==> config.mk <==
export PLATFORM = sky130hd
export DESIGN_NAME = mp2_reduce
export DESIGN_NICKNAME = d
export VERILOG_FILES = /design/src/rtl/mp2_pkg.sv /design/src/rtl/mp2_reduce.sv
export SDC_FILE = /design/constraint.sdc
export NUM_CORES = 1
export LEC_CHECK = 0
export BUFFER_PORTS_ARGS = -buffer_cell sky130_fd_sc_hd__buf_2
export CAP_MARGIN = 20
export CORE_ASPECT_RATIO = 0.6
export CORE_UTILIZATION = 48
export DETAILED_ROUTE_END_ITERATION = 12
export PLACE_DENSITY = 0.78
export SLEW_MARGIN = 20
export SYNTH_ARGS = -nofsm -noshare
export SYNTH_HDL_FRONTEND = slang
export SYNTH_SLANG_ARGS = --single-unit
==> constraint.sdc <==
create_clock -name clk -period 3.5 [get_ports clk]
set_clock_uncertainty 0.05 [all_clocks]
set_input_delay 0.35 -clock clk [delete_from_list [all_inputs] [get_ports clk]]
set_output_delay 0.35 -clock clk [all_outputs]
set_load 0.03 [all_outputs]
==> src/rtl/mp2_pkg.sv <==
// mp2_pkg: shared types and fixed widths of the 2x2 max pool with argmax
// no dependencies
`default_nettype none
package mp2_pkg;

  localparam int CFG_W      = 11;
  localparam int ROW_W      = 10;
  localparam int OFFSET_W   = 20;
  localparam int VALUE_W    = 16;
  localparam int MAX_HEIGHT = 1024;

  localparam logic REG_PLANE_WIDTH  = 1'b0;
  localparam logic REG_PLANE_HEIGHT = 1'b1;

  typedef struct packed {
    logic active;
    logic odd_row;
    logic odd_col;
    logic last;
  } mp2_flags_t;

endpackage
`default_nettype wire

==> src/rtl/mp2_reduce.sv <==
// mp2_reduce: window compare, running pair winner and the result register
// uses mp2_pkg; reads the line store data registered alongside the input item
`default_nettype none
module mp2_reduce
  import mp2_pkg::*;
#(
  parameter int SAMPLE_BITS = 16,
  parameter int SLOT_W      = 9
) (
  input  wire logic                               clk,
  input  wire logic                               rst_n,
  input  wire logic                               s1_valid,
  input  wire mp2_flags_t                         s1_flags,
  input  wire logic signed [SAMPLE_BITS-1:0]      s1_sample,
  input  wire logic [OFFSET_W-1:0]                s1_offset,
  input  wire logic [SLOT_W-1:0]                  s1_slot,
  input  wire logic [SAMPLE_BITS+OFFSET_W-1:0]    rd_data,
  output logic                                    s1_go,
  output logic                                    wr_en,
  output logic [SLOT_W-1:0]                       wr_slot,
  output logic [SAMPLE_BITS+OFFSET_W-1:0]         wr_data,
  output logic                                    out_valid,
  input  wire logic                               out_ready,
  output logic signed [VALUE_W-1:0]               out_max_value,
  output logic [OFFSET_W-1:0]                     out_max_offset,
  output logic                                    out_plane_last
);

  logic signed [SAMPLE_BITS-1:0] pair_val_r, base_val, win_val;
  logic [OFFSET_W-1:0]           pair_off_r, base_off, win_off;
  logic                          out_valid_r;
  logic                          s1_emit, take, from_line;

  assign from_line = s1_flags.odd_row && !s1_flags.odd_col;
  assign base_val  = from_line ? $signed(rd_data[SAMPLE_BITS+OFFSET_W-1:OFFSET_W])
                               : pair_val_r;
  assign base_off  = from_line ? rd_data[OFFSET_W-1:0] : pair_off_r;
  assign take      = !(s1_flags.odd_row || s1_flags.odd_col) || (s1_sample > base_val);
  assign win_val   = take ? s1_sample : base_val;
  assign win_off   = take ? s1_offset : base_off;

  assign s1_emit = s1_valid && s1_flags.active && s1_flags.odd_row && s1_flags.odd_col;
  assign s1_go   = s1_valid && (!s1_emit || !out_valid_r || out_ready);

  assign wr_en   = s1_go && s1_flags.active && !s1_flags.odd_row && s1_flags.odd_col;
  assign wr_slot = s1_slot;
  assign wr_data = {win_val, win_off};

  always_ff @(posedge clk) begin
    if (s1_go && s1_flags.active) begin
      pair_val_r <= win_val;
      pair_off_r <= win_off;
    end
  end

  always_ff @(posedge clk) begin
    if (!rst_n) begin
      out_valid_r <= 1'b0;
    end else if (s1_go && s1_emit) begin
      out_valid_r <= 1'b1;
    end else if (out_ready) begin
      out_valid_r <= 1'b0;
    end
  end

  always_ff @(posedge clk) begin
    if (s1_go && s1_emit) begin
      out_max_value  <= VALUE_W'(unsigned'(win_val));
      out_max_offset <= win_off;
      out_plane_last <= s1_flags.last;
    end
  end

  assign out_valid = out_valid_r;

`ifndef ASSERT_OFF
  a_reset_empty: assert property (@(posedge clk) !rst_n |=> !out_valid_r)
    else $error("result register not empty after reset");
  a_result_kept: assert property (@(posedge clk) disable iff (!rst_n)
    out_valid_r && !out_ready |=> out_valid_r)
    else $error("unaccepted result dropped");
  a_item_held: assert property (@(posedge clk) disable iff (!rst_n)
    s1_emit && out_valid_r && !out_ready |-> !s1_go)
    else $error("window result advanced over a stalled result");
  a_no_write_on_emit: assert property (@(posedge clk) disable iff (!rst_n)
    wr_en |-> !s1_emit)
    else $error("line store written by a bottom row item");
`endif

endmodule
`default_nettype wire

==> qor.csv <==
stage,metric,value,unit
clock_network,htree_levels,3,
place,place_congestion,0.9324,
pwr,total_power,0.004486,W
global_route,antenna_found_initial,0,
global_route,grt_max_degree,43,
logic_synthesis,syn_area,0.005675,mm2
drt,vias,7175,
final_layout,multi_input_area,0.004439,mm2
final_layout,layout-drive-gt1-share,61.10,%
global_route,met2_usage,51.16,%
place,place_area,0.007144,mm2
place,post-dp-hpwl,12530,um
clock_network,numClockSinks,74,
die,io_pins,174,
clock_network,clk_pin_slew,60,ps
critical_path,critical_path.slowest_cell,a221o_2,
die,core_area,0.01141,mm2
pwr,power_density,464.0,mW/mm2
logic_synthesis,synth_flop_cell,edfxtp_1,
logic_synthesis,avgSynthCellArea,9.110,um2
drt,first_iter_violations,991,
logic_synthesis,netlist_instances,623,
drt,drt_wl_total,27210,um
timing,slew_viol_final,0,
global_route,use_met1,45.49,%
logic_synthesis,synth_edf_count,73,
clock_network,ctsHoldBuffers,0,
logic_synthesis,yosysMostFrequentCell,nor2_1,
critical_path,critPathMaxFanout,8,
global_route,track_usage,33.43,%
pwr,ir_drop,319.1,uV
clock_network,cts_tree,built,
die,die_h,86.23,um
final_layout,antennaDiodeCount,0,
drt,viasPerCell,7.062,
logic_synthesis,synth_nets,728,
final_layout,fin_nets,956,
logic_synthesis,synth_top_area_share,38.62,%
global_route,grt_pass1_wl,31620,um
logic_synthesis,ys_seq_area_share,38.98,%
global_route,grt_use_met3,9.171,%
critical_path,endpoint_kind,output port,
hold_path,hp-class,input port to flip-flop,
timing,setup_slack,-250.7,ps
timing,min_period_over_period,107.2,%
logic_synthesis,yosys.cell_types.count,39,
critical_path,crit_arrival,3350,ps
critical_path,critPathMostFrequentCell,buf_6,
logic_synthesis,synth.area.top_cells,"edfxtp_1 (39%), nor2_1 (7.1%), mux2_2 (6.9%)",
critical_path,path_class,input port to output port,
final_layout,area_growth,70.37,%
timing,period_minus_slack,3751,ps
die,dieArea,0.01228,mm2
critical_path,cp.required,3100,ps
timing,worst_pin_slew,1008,ps
clock_network,cts.path.max_buffers,2,
status,outcome,"complete, but fails checks",
final_layout,final_cell_area,0.009669,mm2
drt,wl_per_cell,26.78,um
drt,firstDrtPassIters,6,
logic_synthesis,synthTopCellsByCount,"nor2_1 (108), edfxtp_1 (73), nand4_1 (60), clkbuf_1 (39), o21ai_0 (38)",
status,violations,negative setup slack,
global_route,grt_pass1_vias,6092,
critical_path,max_stage_delay,490,ps
timing,totalNegativeSetupSlack,-5637,ps
die,die_w,142.4,um
final_layout,fillers,530,
place,pre_cts_ws,-289.9,ps
critical_path,path_cells,buf_6 -> nand2b_4 -> buf_12 -> mux2_4 -> inv_4 -> ha_4 -> buf_4 -> nand4_4 -> nor2_2 -> a221o_2 -> buf_6 -> o32ai_2 -> o311ai_2 -> nor2_2 -> buf_6,
timing,clock.fmax,266.6,MHz
die,num_rows,30,
timing,slew_headroom,32.81,%
die,start_util,49.74,%
logic_synthesis,async_reset_ff_share,0,%
logic_synthesis,synth_warnings,0,
final_layout,post-route-util,84.74,%
run,maxCapViolCount,0,
place,port_buffers,155,
final_layout,seqCellArea,0.002212,mm2
clock_network,root_buffer,clkbuf_16,
clock_network,numCtsBuffers,9,
timing,final_hold_viol_count,0,
drt,drc,0,
pwr,leakage,3.626,nW
clock_network,clkLatencyLatePin,350,ps
global_route,grt-ovfl-total,0,
timing,rsz0062_at_grt,yes,
logic_synthesis,ys_seq_elements,74,
critical_path,start_kind,input port,
timing,setup_viol,36,
drt,final_antenna_net_count,0,
logic_synthesis,synth_top_area_cell,edfxtp_1,
global_route,top_usage_layer,met2,
[layout by cell type (no fill, tap or decap), types with 19 or more instances in the layout]
cell      count
or2_2        21
o21ai_0      27
buf_4       103
edfxtp_1     73
mux2_2       24
buf_6        45
nor3b_1      29
o31ai_4      19
nand3b_1     21
buf_2       118
nor2_1       76
nand4_1      60
[cells by family after synthesis]
group | after synthesis | synth area share (%)
AOI/OAI and AO/OA | 123 | 15.74
muxes | 36 | 7.121
DFF | 74 | 38.98
and+or+nand+nor | 283 | 27.47
adders and majority gates | 16 | 3.527
buffers and inverters | 91 | 7.165
[registers in the layout, summed over array words and instances, names as in the netlist]
| register | flops |
|---|---|
| pair_off_r | 20 |
| out_max_offset | 20 |
| out_max_value | 16 |
| out_valid | 1 |
| out_plane_last | 1 |
| pair_val_r | 16 |
[final timing paths]
path                    endpoint  slack, ps     startpoint  cells past startpoint
setup reg to reg  pair_val_r[15]        280  pair_val_r[7]                     14
hold / removal    out_plane_last        140    s1_flags[0]                      1
hold reg to reg        out_valid        570      out_valid                      2
setup / recovery     wr_data[34]       -250    s1_flags[1]                     15
[routing by layer]
layer  share of wire (%)  vias up
li1                    -     2853
met5                   0        -
met2                  42      807
met4                 6.9        0
met1                  37     3279
met3                  14      236
[where the power goes]
group / switching, W / leakage (nW) / internal (W)
clock: 0.000396 / 0.153 / 0.000646
sequential: 0.0000150 / 0.677 / 0.00109
combinational: 0.00130 / 2.80 / 0.00104
total: 0.00171 / 3.63 / 0.00278
[metrics by stage]
| step | std cells | hold WS, ps |
|---|---|---|
| 6_report | 1016 | 136.1 |
| 3_3_place_gp | 940 | 481.5 |
| 5_1_grt | 1016 | 139.0 |
| 3_5_place_dp | 940 | 487.1 |
| 4_1_cts | 986 | 132.9 |
| 2_1_floorplan | 623 | 398.9 |
[layout make-up]
class	count	area share, %
flip-flops and latches	74	22.88
inverters	15	0.6599
clock inverters	4	0.7893
well taps	160	2.070
repair buffers	293	25.14
clock buffers	12	2.549
multi-input cells	458	45.91
[what timing repair did]
| item | CTS | global route |
|---|---|---|
| gates resized for setup | 146 | 175 |
| pin swaps | 41 | 68 |
| buffers inserted | 27 | 27 |
| gates cloned | 3 | 6 |
| endpoints found under the setup margin | 36 | 36 |
[worst max-delay path, delay by kind of cell]
| family | cells | cell delay [ps] |
|---|---|---|
| mux | 1 | 330 |
| fa+ha+maj | 1 | 210 |
| simple gates | 4 | 530 |
| buf+inv | 6 | 850 |
| compound gates | 3 | 1050 |
(Power assumes the default switching activity.)
