$ cat config.mk
export PLATFORM = sky130hd
export DESIGN_NAME = mp2_scan
export DESIGN_NICKNAME = d
export VERILOG_FILES = /design/src/rtl/mp2_pkg.sv /design/src/rtl/mp2_scan.sv
export SDC_FILE = /design/constraint.sdc
export NUM_CORES = 1
export LEC_CHECK = 0
export BUFFER_PORTS_ARGS = -buffer_cell sky130_fd_sc_hd__buf_2
export CAP_MARGIN = 0
export CORE_MARGIN = 10
export CORE_UTILIZATION = 50
export DETAILED_ROUTE_END_ITERATION = 16
export GPL_TIMING_DRIVEN = 0
export PLACE_DENSITY = 0.83
export SLEW_MARGIN = 15
export SYNTH_ARGS = -nofsm -noshare
export SYNTH_HDL_FRONTEND = slang
export SYNTH_SLANG_ARGS = --single-unit
$ cat constraint.sdc
create_clock -name clk -period 3.46 [get_ports clk]
set_clock_uncertainty 0.2 [all_clocks]
set_input_delay 0.173 -clock clk [delete_from_list [all_inputs] [get_ports clk]]
set_output_delay 0.173 -clock clk [all_outputs]
set_load 0.02 [all_outputs]
$ cat src/rtl/mp2_pkg.sv
// mp2_pkg: shared types and fixed widths of the 2x2 max pool with argmax
// no dependencies
`default_nettype none
package mp2_pkg;

  localparam int CFG_W      = 11;
  localparam int ROW_W      = 10;
  localparam int OFFSET_W   = 20;
  localparam int VALUE_W    = 16;
  localparam int MAX_HEIGHT = 1024;

  localparam logic REG_PLANE_WIDTH  = 1'b0;
  localparam logic REG_PLANE_HEIGHT = 1'b1;

  typedef struct packed {
    logic active;
    logic odd_row;
    logic odd_col;
    logic last;
  } mp2_flags_t;

endpackage
`default_nettype wire

$ cat src/rtl/mp2_scan.sv
// mp2_scan: plane registers, raster position counters and the input register
// uses mp2_pkg
`default_nettype none
module mp2_scan
  import mp2_pkg::*;
#(
  parameter int MAX_WIDTH   = 1024,
  parameter int SAMPLE_BITS = 16,
  parameter int SLOT_W      = 9
) (
  input  wire logic                          clk,
  input  wire logic                          rst_n,
  input  wire logic                          cfg_we,
  input  wire logic                          cfg_index,
  input  wire logic [CFG_W-1:0]              cfg_wdata,
  input  wire logic                          in_valid,
  output logic                               in_ready,
  input  wire logic signed [SAMPLE_BITS-1:0] in_sample,
  input  wire logic                          s1_go,
  output logic                               s1_valid_r,
  output mp2_flags_t                         s1_flags_r,
  output logic signed [SAMPLE_BITS-1:0]      s1_sample_r,
  output logic [OFFSET_W-1:0]                s1_offset_r,
  output logic [SLOT_W-1:0]                  s1_slot_r,
  output logic                               rd_en,
  output logic [SLOT_W-1:0]                  rd_slot
);

  localparam int CW = $clog2(MAX_WIDTH);
  localparam int LW = $clog2(MAX_WIDTH + 1);

  logic [CFG_W-1:0]    width_r;
  logic [CFG_W-1:0]    height_r;
  logic [CW-1:0]       col_r, col_nxt;
  logic [ROW_W-1:0]    row_r, row_nxt;
  logic [OFFSET_W-1:0] offset_r, offset_nxt;
  logic [LW-1:0]       w_eff, w_even;
  logic [CFG_W-1:0]    h_eff, h_even;
  logic                accept;
  logic                col_wrap, row_wrap;
  mp2_flags_t          flags;

  always_comb begin
    if (32'(width_r) > 32'(MAX_WIDTH)) begin
      w_eff = LW'(MAX_WIDTH);
    end else if (width_r < CFG_W'(2)) begin
      w_eff = LW'(2);
    end else begin
      w_eff = LW'(width_r);
    end
    if (height_r > CFG_W'(MAX_HEIGHT)) begin
      h_eff = CFG_W'(MAX_HEIGHT);
    end else if (height_r < CFG_W'(2)) begin
      h_eff = CFG_W'(2);
    end else begin
      h_eff = height_r;
    end
  end

  assign w_even = {w_eff[LW-1:1], 1'b0};
  assign h_even = {h_eff[CFG_W-1:1], 1'b0};

  assign flags.active  = (LW'(col_r) < w_even) && (CFG_W'(row_r) < h_even);
  assign flags.odd_row = row_r[0];
  assign flags.odd_col = col_r[0];
  assign flags.last    = (LW'(col_r) == w_even - LW'(1)) &&
                         (CFG_W'(row_r) == h_even - CFG_W'(1));

  assign accept   = in_valid && in_ready;
  assign in_ready = !s1_valid_r || s1_go;
  assign rd_en    = accept;
  assign rd_slot  = SLOT_W'(col_r >> 1);

  assign col_wrap = (LW'(col_r) + LW'(1)) == w_eff;
  assign row_wrap = (CFG_W'(row_r) + CFG_W'(1)) == h_eff;

  always_comb begin
    col_nxt    = col_r + CW'(1);
    row_nxt    = row_r;
    offset_nxt = offset_r + OFFSET_W'(1);
    if (col_wrap) begin
      col_nxt = '0;
      if (row_wrap) begin
        row_nxt    = '0;
        offset_nxt = '0;
      end else begin
        row_nxt = row_r + ROW_W'(1);
      end
    end
  end

  always_ff @(posedge clk) begin
    if (!rst_n) begin
      width_r  <= CFG_W'(2);
      height_r <= CFG_W'(2);
      col_r    <= '0;
      row_r    <= '0;
      offset_r <= '0;
    end else if (cfg_we) begin
      case (cfg_index)
        REG_PLANE_WIDTH:  width_r  <= cfg_wdata;
        REG_PLANE_HEIGHT: height_r <= cfg_wdata;
        default: ;
      endcase
      col_r    <= '0;
      row_r    <= '0;
      offset_r <= '0;
    end else if (accept) begin
      col_r    <= col_nxt;
      row_r    <= row_nxt;
      offset_r <= offset_nxt;
    end
  end

  always_ff @(posedge clk) begin
    if (!rst_n) begin
      s1_valid_r <= 1'b0;
    end else if (accept) begin
      s1_valid_r <= 1'b1;
    end else if (s1_go) begin
      s1_valid_r <= 1'b0;
    end
  end

  always_ff @(posedge clk) begin
    if (accept) begin
      s1_flags_r  <= flags;
      s1_sample_r <= in_sample;
      s1_offset_r <= offset_r;
      s1_slot_r   <= rd_slot;
    end
  end

endmodule
`default_nettype wire

==> results of run 1 <==
[through the flow]
| step | hold slack [ns] | utilization [%] | cells |
|---|---|---|---|
| 2_1_floorplan | 0.07187 | - | 667 |
| 4_1_cts | 0.02868 | 62.67 | 979 |
| 6_report | 0.03903 | 63.24 | 980 |
| 3_5_place_dp | 0.1513 | 57.07 | 928 |
| 5_1_grt | 0.04974 | 63.24 | 980 |
| 3_3_place_gp | 0.1493 | 57.07 | 928 |
[path summary, 6_finish.rpt]
kind                                   start              end  cells after the start
worst max-delay path             height_r[2]         row_r[6]                     10
worst max register to register   height_r[2]         row_r[6]                     10
worst min register to register  offset_r[19]  s1_offset_r[19]                      0
worst min-delay path                  cfg_we      width_r[10]                      4
[cell families after synthesis]
family,Yosys count
compound gates,131
xor+xnor,56
fa+ha+maj,23
buf+inv,70
flops,112
mux,8
simple gates,267
[critical path, cell delays in order, from the launching register on]
cell and delay [ns]:
dfxtp_1 0.30, buf_2 0.17, or4_4 0.58, nor3_2 0.13
nor3_1 0.06, or4_1 0.40, or4_4 0.55, or3_4 0.35
and2_4 0.15, buf_6 0.12, a32o_1 0.21
[placed cells by master (no fill, tap or decap), types with 22 or more instances in the layout]
cell | synthesis | layout
buf_2 | 11 | 99
xor2_1 | 26 | 26
edfxtp_1 | 49 | 49
dlygate4sd3_1 | 0 | 32
o21ai_0 | 34 | 34
nand2_1 | 87 | 87
dfxtp_1 | 63 | 56
xnor2_1 | 29 | 29
nand3_1 | 27 | 27
nand2b_1 | 22 | 22
ha_1 | 23 | 22
nor2_1 | 42 | 42
[area by class of cell]
| type | instances | area (um^2) |
|---|---|---|
| plain buffers | 47 | 262.8 |
| well taps | 168 | 210.2 |
| flip-flops and latches | 112 | 2741 |
| clock buffers | 10 | 239.0 |
| multi-input cells | 485 | 3183 |
| inverters | 17 | 65.06 |
| fillers | 964 | 4434 |
| clock inverters | 6 | 65.06 |
| repair buffers | 135 | 860.8 |
[timing repair]
item,in CTS,in global routing
resized for setup,6,19
hold buffers,32,0
pin swaps,2,3
setup buffers,6,4
hold endpoints to repair,39,0
setup endpoints to repair,32,33
[routing by layer]
layer	wire length, um	track usage (%)	vias to the layer above
met2	7174	28.24	225
met1	7032	22.89	2499
met5	0	0	-
met3	1098	4.002	29
li1	-	-	2656
met4	333	6.737	0
[registers in the layout, summed over array words and instances, names as in the netlist]
register,flops
s1_slot_r,9
s1_offset_r,20
height_r,11
row_r,10
s1_valid_r,1
s1_flags_r,4
s1_sample_r,16
col_r,10
offset_r,20
width_r,11
[power by group]
group | switching (mW) | internal [mW]
Sequential | 0.0263 | 1.43
Combinational | 0.237 | 0.165
Clock | 0.524 | 0.533
Total | 0.787 | 2.12
==> qor.yml, run 1 <==
crit_arrival_ns: 3.39
grt_max_degree: 60
yosysTopAreaCell: "edfxtp_1"
nets: 863
layout_setup_ws_ns: 0.1242
dp_slack_ns: -0.2592
leakage_nw: 2.978
cts_buffer_depth: 2
synthSimpleGateAreaFrac_pct: 22.07
syn-num-nets: 723
netlist.area_leader.share_pct: 23.70
grt_overflow_total: 0
wl_per_cell_um: 15.96
hpwl_um: 10730
grt_pass1_vias: 5130
startpoint_type: "register"
worst-slew-pin-transition_ns: 0.9537
netlist_top_cells_area: "edfxtp_1 (24%), dfxtp_1 (20%), nand2_1 (5.3%)"
cts_tree: "done"
dieWidth_um: 131.4
die_h_um: 131.4
final_area_um2: 7627
max_cap_violations: 0
cts.sinks: 112
period_share_pct: 96.41
dieArea_um2: 17270
finalHoldViolations: 0
slew_headroom_pct: 36.34
routed-via-count: 5409
synthAdderAreaFrac_pct: 4.636
path_class: "reg -> reg"
r2r_setup_slack_ns: 0.12
fin_tns_setup_ns: 0
holdCritPathClass: "in -> reg"
worstPathRequired_ns: 3.51
cts.reportedPaths.clkPinSlew_ns: 0.08
power_mw: 2.911
synth_edf_count: 49
gp_congestion: 0.9020
synth.most_common_cell: "nand2_1"
endpoint_kind: "register"
drtAntennaViolNets: 0
grt_pass1_wl_um: 25830
numCtsBuffers: 9
port_buffers: 93
htree_levels: 3
synth-compound-area-share_pct: 14.43
grt_usage_pct: 17.71
start_util_pct: 51.46
synthArstFlopShare_pct: 0
synth_top_family_by_area: "simple AND/OR/NAND/NOR gates"
via_per_inst: 5.519
drc: 0
rows: 40
antenna_found_initial: 0
status: "finished, final reports clean"
yosys.area_share.xor_xnor_pct: 8.144
antenna_cells: 0
setup_viol: 0
avgSynthCellArea_um2: 9.306
p_per_area_nw_per_um2: 381.6
syn-cell-area_um2: 6207
drtIter0Drc: 441
clock_latency_ns: 0.36
wl_um: 15640
yosys_most_used_dff: "dfxtp_1"
dpl-instance-area_um2: 6884
core-area_um2: 12060
ys_types: 64
root_buffer: "clkbuf_16"
path_max_fanout: 9
yosysSeqAreaShare_pct: 44.02
ys_seq_elements: 112
synth_mux_area_share_pct: 1.330
synthCells: 667
layout_min_cycle_time_ns: 3.336
netlist_top_cells_count: "nand2_1 (87), dfxtp_1 (63), edfxtp_1 (49)"
ioPinCount: 94
vdd_drop_max_v: 0.0002900
drv_slew: 0
drt_pass1_iterations: 6
yosysWarnings: 0
syn2layout_area_growth_pct: 22.88
drive_above_1_share_pct: 22.04
timing.fmax_mhz: 299.8
Power figures use the tool's default switching activity.
==> run 2: changes to the inputs <==
--- a/config.mk
+++ b/config.mk
@@ -5,13 +5,13 @@
 export SDC_FILE = /design/constraint.sdc
 export NUM_CORES = 1
 export LEC_CHECK = 0
+export ABC_AREA = 1
 export BUFFER_PORTS_ARGS = -buffer_cell sky130_fd_sc_hd__buf_2
 export CAP_MARGIN = 0
 export CORE_MARGIN = 10
-export CORE_UTILIZATION = 50
+export CORE_UTILIZATION = 40
 export DETAILED_ROUTE_END_ITERATION = 16
 export GPL_TIMING_DRIVEN = 0
-export PLACE_DENSITY = 0.83
 export SLEW_MARGIN = 15
 export SYNTH_ARGS = -nofsm -noshare
 export SYNTH_HDL_FRONTEND = slang
==> run 2 against run 1 <==
  * Register-to-register slack better by 0.14 ns
  * Wire length hardly changed
  * Die area grew 21%
  * Count of clock-buffer cells in the layout is the same
  * Hold slack gained 0.0036 ns
  * Total power up 2.8%
  * Design area is 0.48% lower
  * Critical path depth up 7
  * Global-route usage decreased by 2.9 points
  * Area after synthesis unchanged
  * Sequential power barely moved
  * Clock power barely moved
  * Largest cell class unchanged
  * Highest routed layer unchanged
==> qor.yml, run 2 <==
status: "finished, final reports clean"
power_mw: 2.992  # +2.8%
core-area_um2: 15200  # +26%
grt_max_degree: 25  # -58%
final_common_cell: "nand2_1"
nets: 1011  # +17%
via_per_inst: 4.750  # -14%
synthArstFlopShare_pct: 0  # unchanged
vdd_drop_max_v: 0.0002235  # -23%
ys_seq_elements: 112  # unchanged
synth.most_common_cell: "nand2_1"
final_area_um2: 7591  # -0.48%
wl_um: 15630  # about the same
avgSynthCellArea_um2: 7.607  # -18%
port_buffers: 93  # unchanged
drive_above_1_share_pct: 16.46  # -5.6 points
startpoint_type: "register"
endpoint_kind: "register"
timing.fmax_mhz: 312.9  # +4.4%
yosysWarnings: 0  # unchanged
drv_slew: 0  # unchanged
netlist_top_cells_count: "nand2_1 (208), nor2_1 (119), inv_1 (96)"
finalHoldViolations: 0  # unchanged
hpwl_um: 12010  # +12%
drtAntennaViolNets: 0  # unchanged
p_int_mw: 2.183  # +2.8%
crit_buf_inv: 1  # -1
cts_buffer_depth: 2  # unchanged
p_comb_share_pct: 15.7  # +1.9 points
synthCells: 816  # +22%
drtIter0Drc: 327  # -26%
htree_levels: 3  # unchanged
cts_resized: 0  # -6
reg_top3: "offset_r (20), s1_offset_r (20), s1_sample_r (16)"
cts.sinks: 112  # unchanged
critical_path_depth: 17  # +7
path_max_fanout: 8  # -1
dieArea_um2: 20900  # +21%
grt_pass1_wl_um: 25060  # -3.0%
yosysSeqAreaShare_pct: 44.02  # unchanged
netlist.area_leader.share_pct: 23.70  # unchanged
syn-cell-area_um2: 6207  # unchanged
drc: 0  # unchanged
start_util_pct: 40.83  # -11 points
synth_edf_count: 49  # unchanged
holdCritPathClass: "in -> reg"
grt_pass1_vias: 5065  # -1.3%
ys_types: 40  # -38%
syn-num-nets: 872  # +21%
ioPinCount: 94  # unchanged
gp_congestion: 0.9082  # +0.69%
r2r_end: "s1_flags_r[0]"
drt_pass1_iterations: 5  # -1
crit_family: "simple AND/OR/NAND/NOR gates"
slowest_stage: "dfxtp_1"
crit_arrival_ns: 3.18  # -0.21 ns
slowest_delay_ns: 0.40  # -0.18 ns
yosysTopAreaCell: "edfxtp_1"
r2r_setup_slack_ns: 0.26  # +0.14 ns
crit_top_cell: "nor2_1"
whs_ns: 0.04267  # +0.003639 ns
r2r.worst_path.cells: 17  # +7
clock_latency_ns: 0.35  # about the same
switching_share_pct: 27.04  # about the same
antenna_cells: 0  # unchanged
p_switching_mw: 0.8090  # +2.8%
grt_overflow_total: 0  # unchanged
rows: 45  # +13%
grt_usage_pct: 14.79  # -2.9 points
leakage_nw: 3.546  # +19%
slew_headroom_pct: 65.37  # +29 points
cts_tree: "done"
final_cell_mix: "nand2_1 (208), nor2_1 (119), buf_2 (98)"
layout_min_cycle_time_ns: 3.196  # -0.1394 ns
power_frac_seq_pct: 48.9  # -1.0 points
r2r-start: "height_r[4]"
crit_path_end: "s1_flags_r[0]"
die_h_um: 144.6  # +10%
root_buffer: "clkbuf_16"
worst-slew-pin-transition_ns: 0.5127  # -0.4411 ns
p_per_area_nw_per_um2: 394.1  # +3.3%
pwr-share-clk_pct: 35.5  # -0.8 points
numCtsBuffers: 9  # unchanged
period_share_pct: 92.38  # -4.0 points
syn2layout_area_growth_pct: 22.29
routed-via-count: 5453  # +0.81%
max_cap_violations: 0  # unchanged
cts.reportedPaths.clkPinSlew_ns: 0.07  # about the same
netlist_top_cells_area: "edfxtp_1 (24%), dfxtp_1 (20%), nand2_1 (13%)"
wl_per_cell_um: 13.62  # -15%
antenna_found_initial: 0  # unchanged
rsz0062_at_grt: "no"
worstPathRequired_ns: 3.44  # -0.07 ns
crit_chain: "nor2_1 -> nand3_1 -> o21bai_4 -> nand2_1 -> inv_1 -> ha_1 -> nor2_1 -> nand3_1 -> nor3_1 -> o21ai_0 -> nor2_1 -> nand2_1 -> nor2_1 -> nand2_1 -> nor2_1 -> nand3_1 -> nor2_1"
dpl-instance-area_um2: 6964  # +1.2%
cp-startpoint: "height_r[4]"
setup_viol: 0  # unchanged
yosys_most_used_dff: "dfxtp_1"
dieWidth_um: 144.6  # +10%
path_class: "reg -> reg"
==> run 2: how the worst min path moves through the flow <==
| stage | start | endpoint | slack, ns | cells after the start |
|---|---|---|---|---|
| floorplan | in_sample[0] | s1_sample_r[0] | 0.07 | 0 |
| global placement | in_sample[4] | s1_sample_r[4] | 0.15 | 1 |
| detailed placement | in_sample[6] | s1_sample_r[6] | 0.15 | 1 |
| CTS | cfg_index | width_r[1] | 0.03 | 3 |
| global route | cfg_index | width_r[1] | 0.06 | 3 |
| finish | cfg_index | width_r[1] | 0.04 | 3 |
==> run 2: repair_timing <==
action,CTS,global route
buffers inserted,0,3
hold buffers,30,0
endpoints found under the hold margin,38,0
setup endpoints to repair,0,1
==> run 2: power groups by stage <==
stage	logic, mW	clock network [mW]	registers (mW)
6_report	0.468	1.06	1.46
4_1_cts	0.466	1.10	1.46
5_1_grt	0.526	1.14	1.47
3_3_place_gp	0.426	0	1.49
2_1_floorplan	0.261	0	1.53
3_5_place_dp	0.438	0	1.49
==> run 2: tightest hold or removal path: stages <==
cell and delay, ns:
buf_2 0.09, nor2_1 0.12, o211ai_1 0.17
==> run 2: through the flow <==
stage	TNS, ns	util (%)	cells	setup slack (ns)
after floorplan	0	-	816	0.1914
after global placement	-18.78	45.44	1097	-0.5085
after detailed placement	0	45.81	1099	0.2897
after CTS	0	49.79	1145	0.2694
after global routing	0	49.93	1148	0.0001112
final	0	49.93	1148	0.2636
==> run 2: area by class of cell <==
cell class / instances / area [um^2]
fillers: 1482 / 7611
multi-input cells: 581 / 2950
flip-flops and latches: 112 / 2733
repair buffers: 128 / 843.3
inverters: 99 / 371.6
well taps: 188 / 235.2
clock buffers: 10 / 229.0
plain buffers: 24 / 153.9
clock inverters: 6 / 75.07
==> run 2: logic make-up (layout without fill, tap and decap cells) <==
kind of cell / after synthesis / after routing / share of synthesized area, %
xor gates and xnor gates: 33 / 33 / 4.878
DFF: 112 / 112 / 44.02
AOI/OAI and AO/OA: 89 / 89 / 8.002
and+or+nand+nor: 436 / 436 / 30.01
adders and majority gates: 23 / 23 / 4.636
buffers and inverters: 123 / 267 / 8.446
==> run 2: metal layers <==
| metal | global-route usage, % | routed length [um] | vias up |
|---|---|---|---|
| met5 | 0 | 0 | - |
| met4 | 3.351 | 172 | 0 |
| met3 | 3.509 | 902 | 15 |
| met2 | 23.29 | 6901 | 115 |
| met1 | 20.03 | 7658 | 2410 |
| li1 | - | - | 2913 |
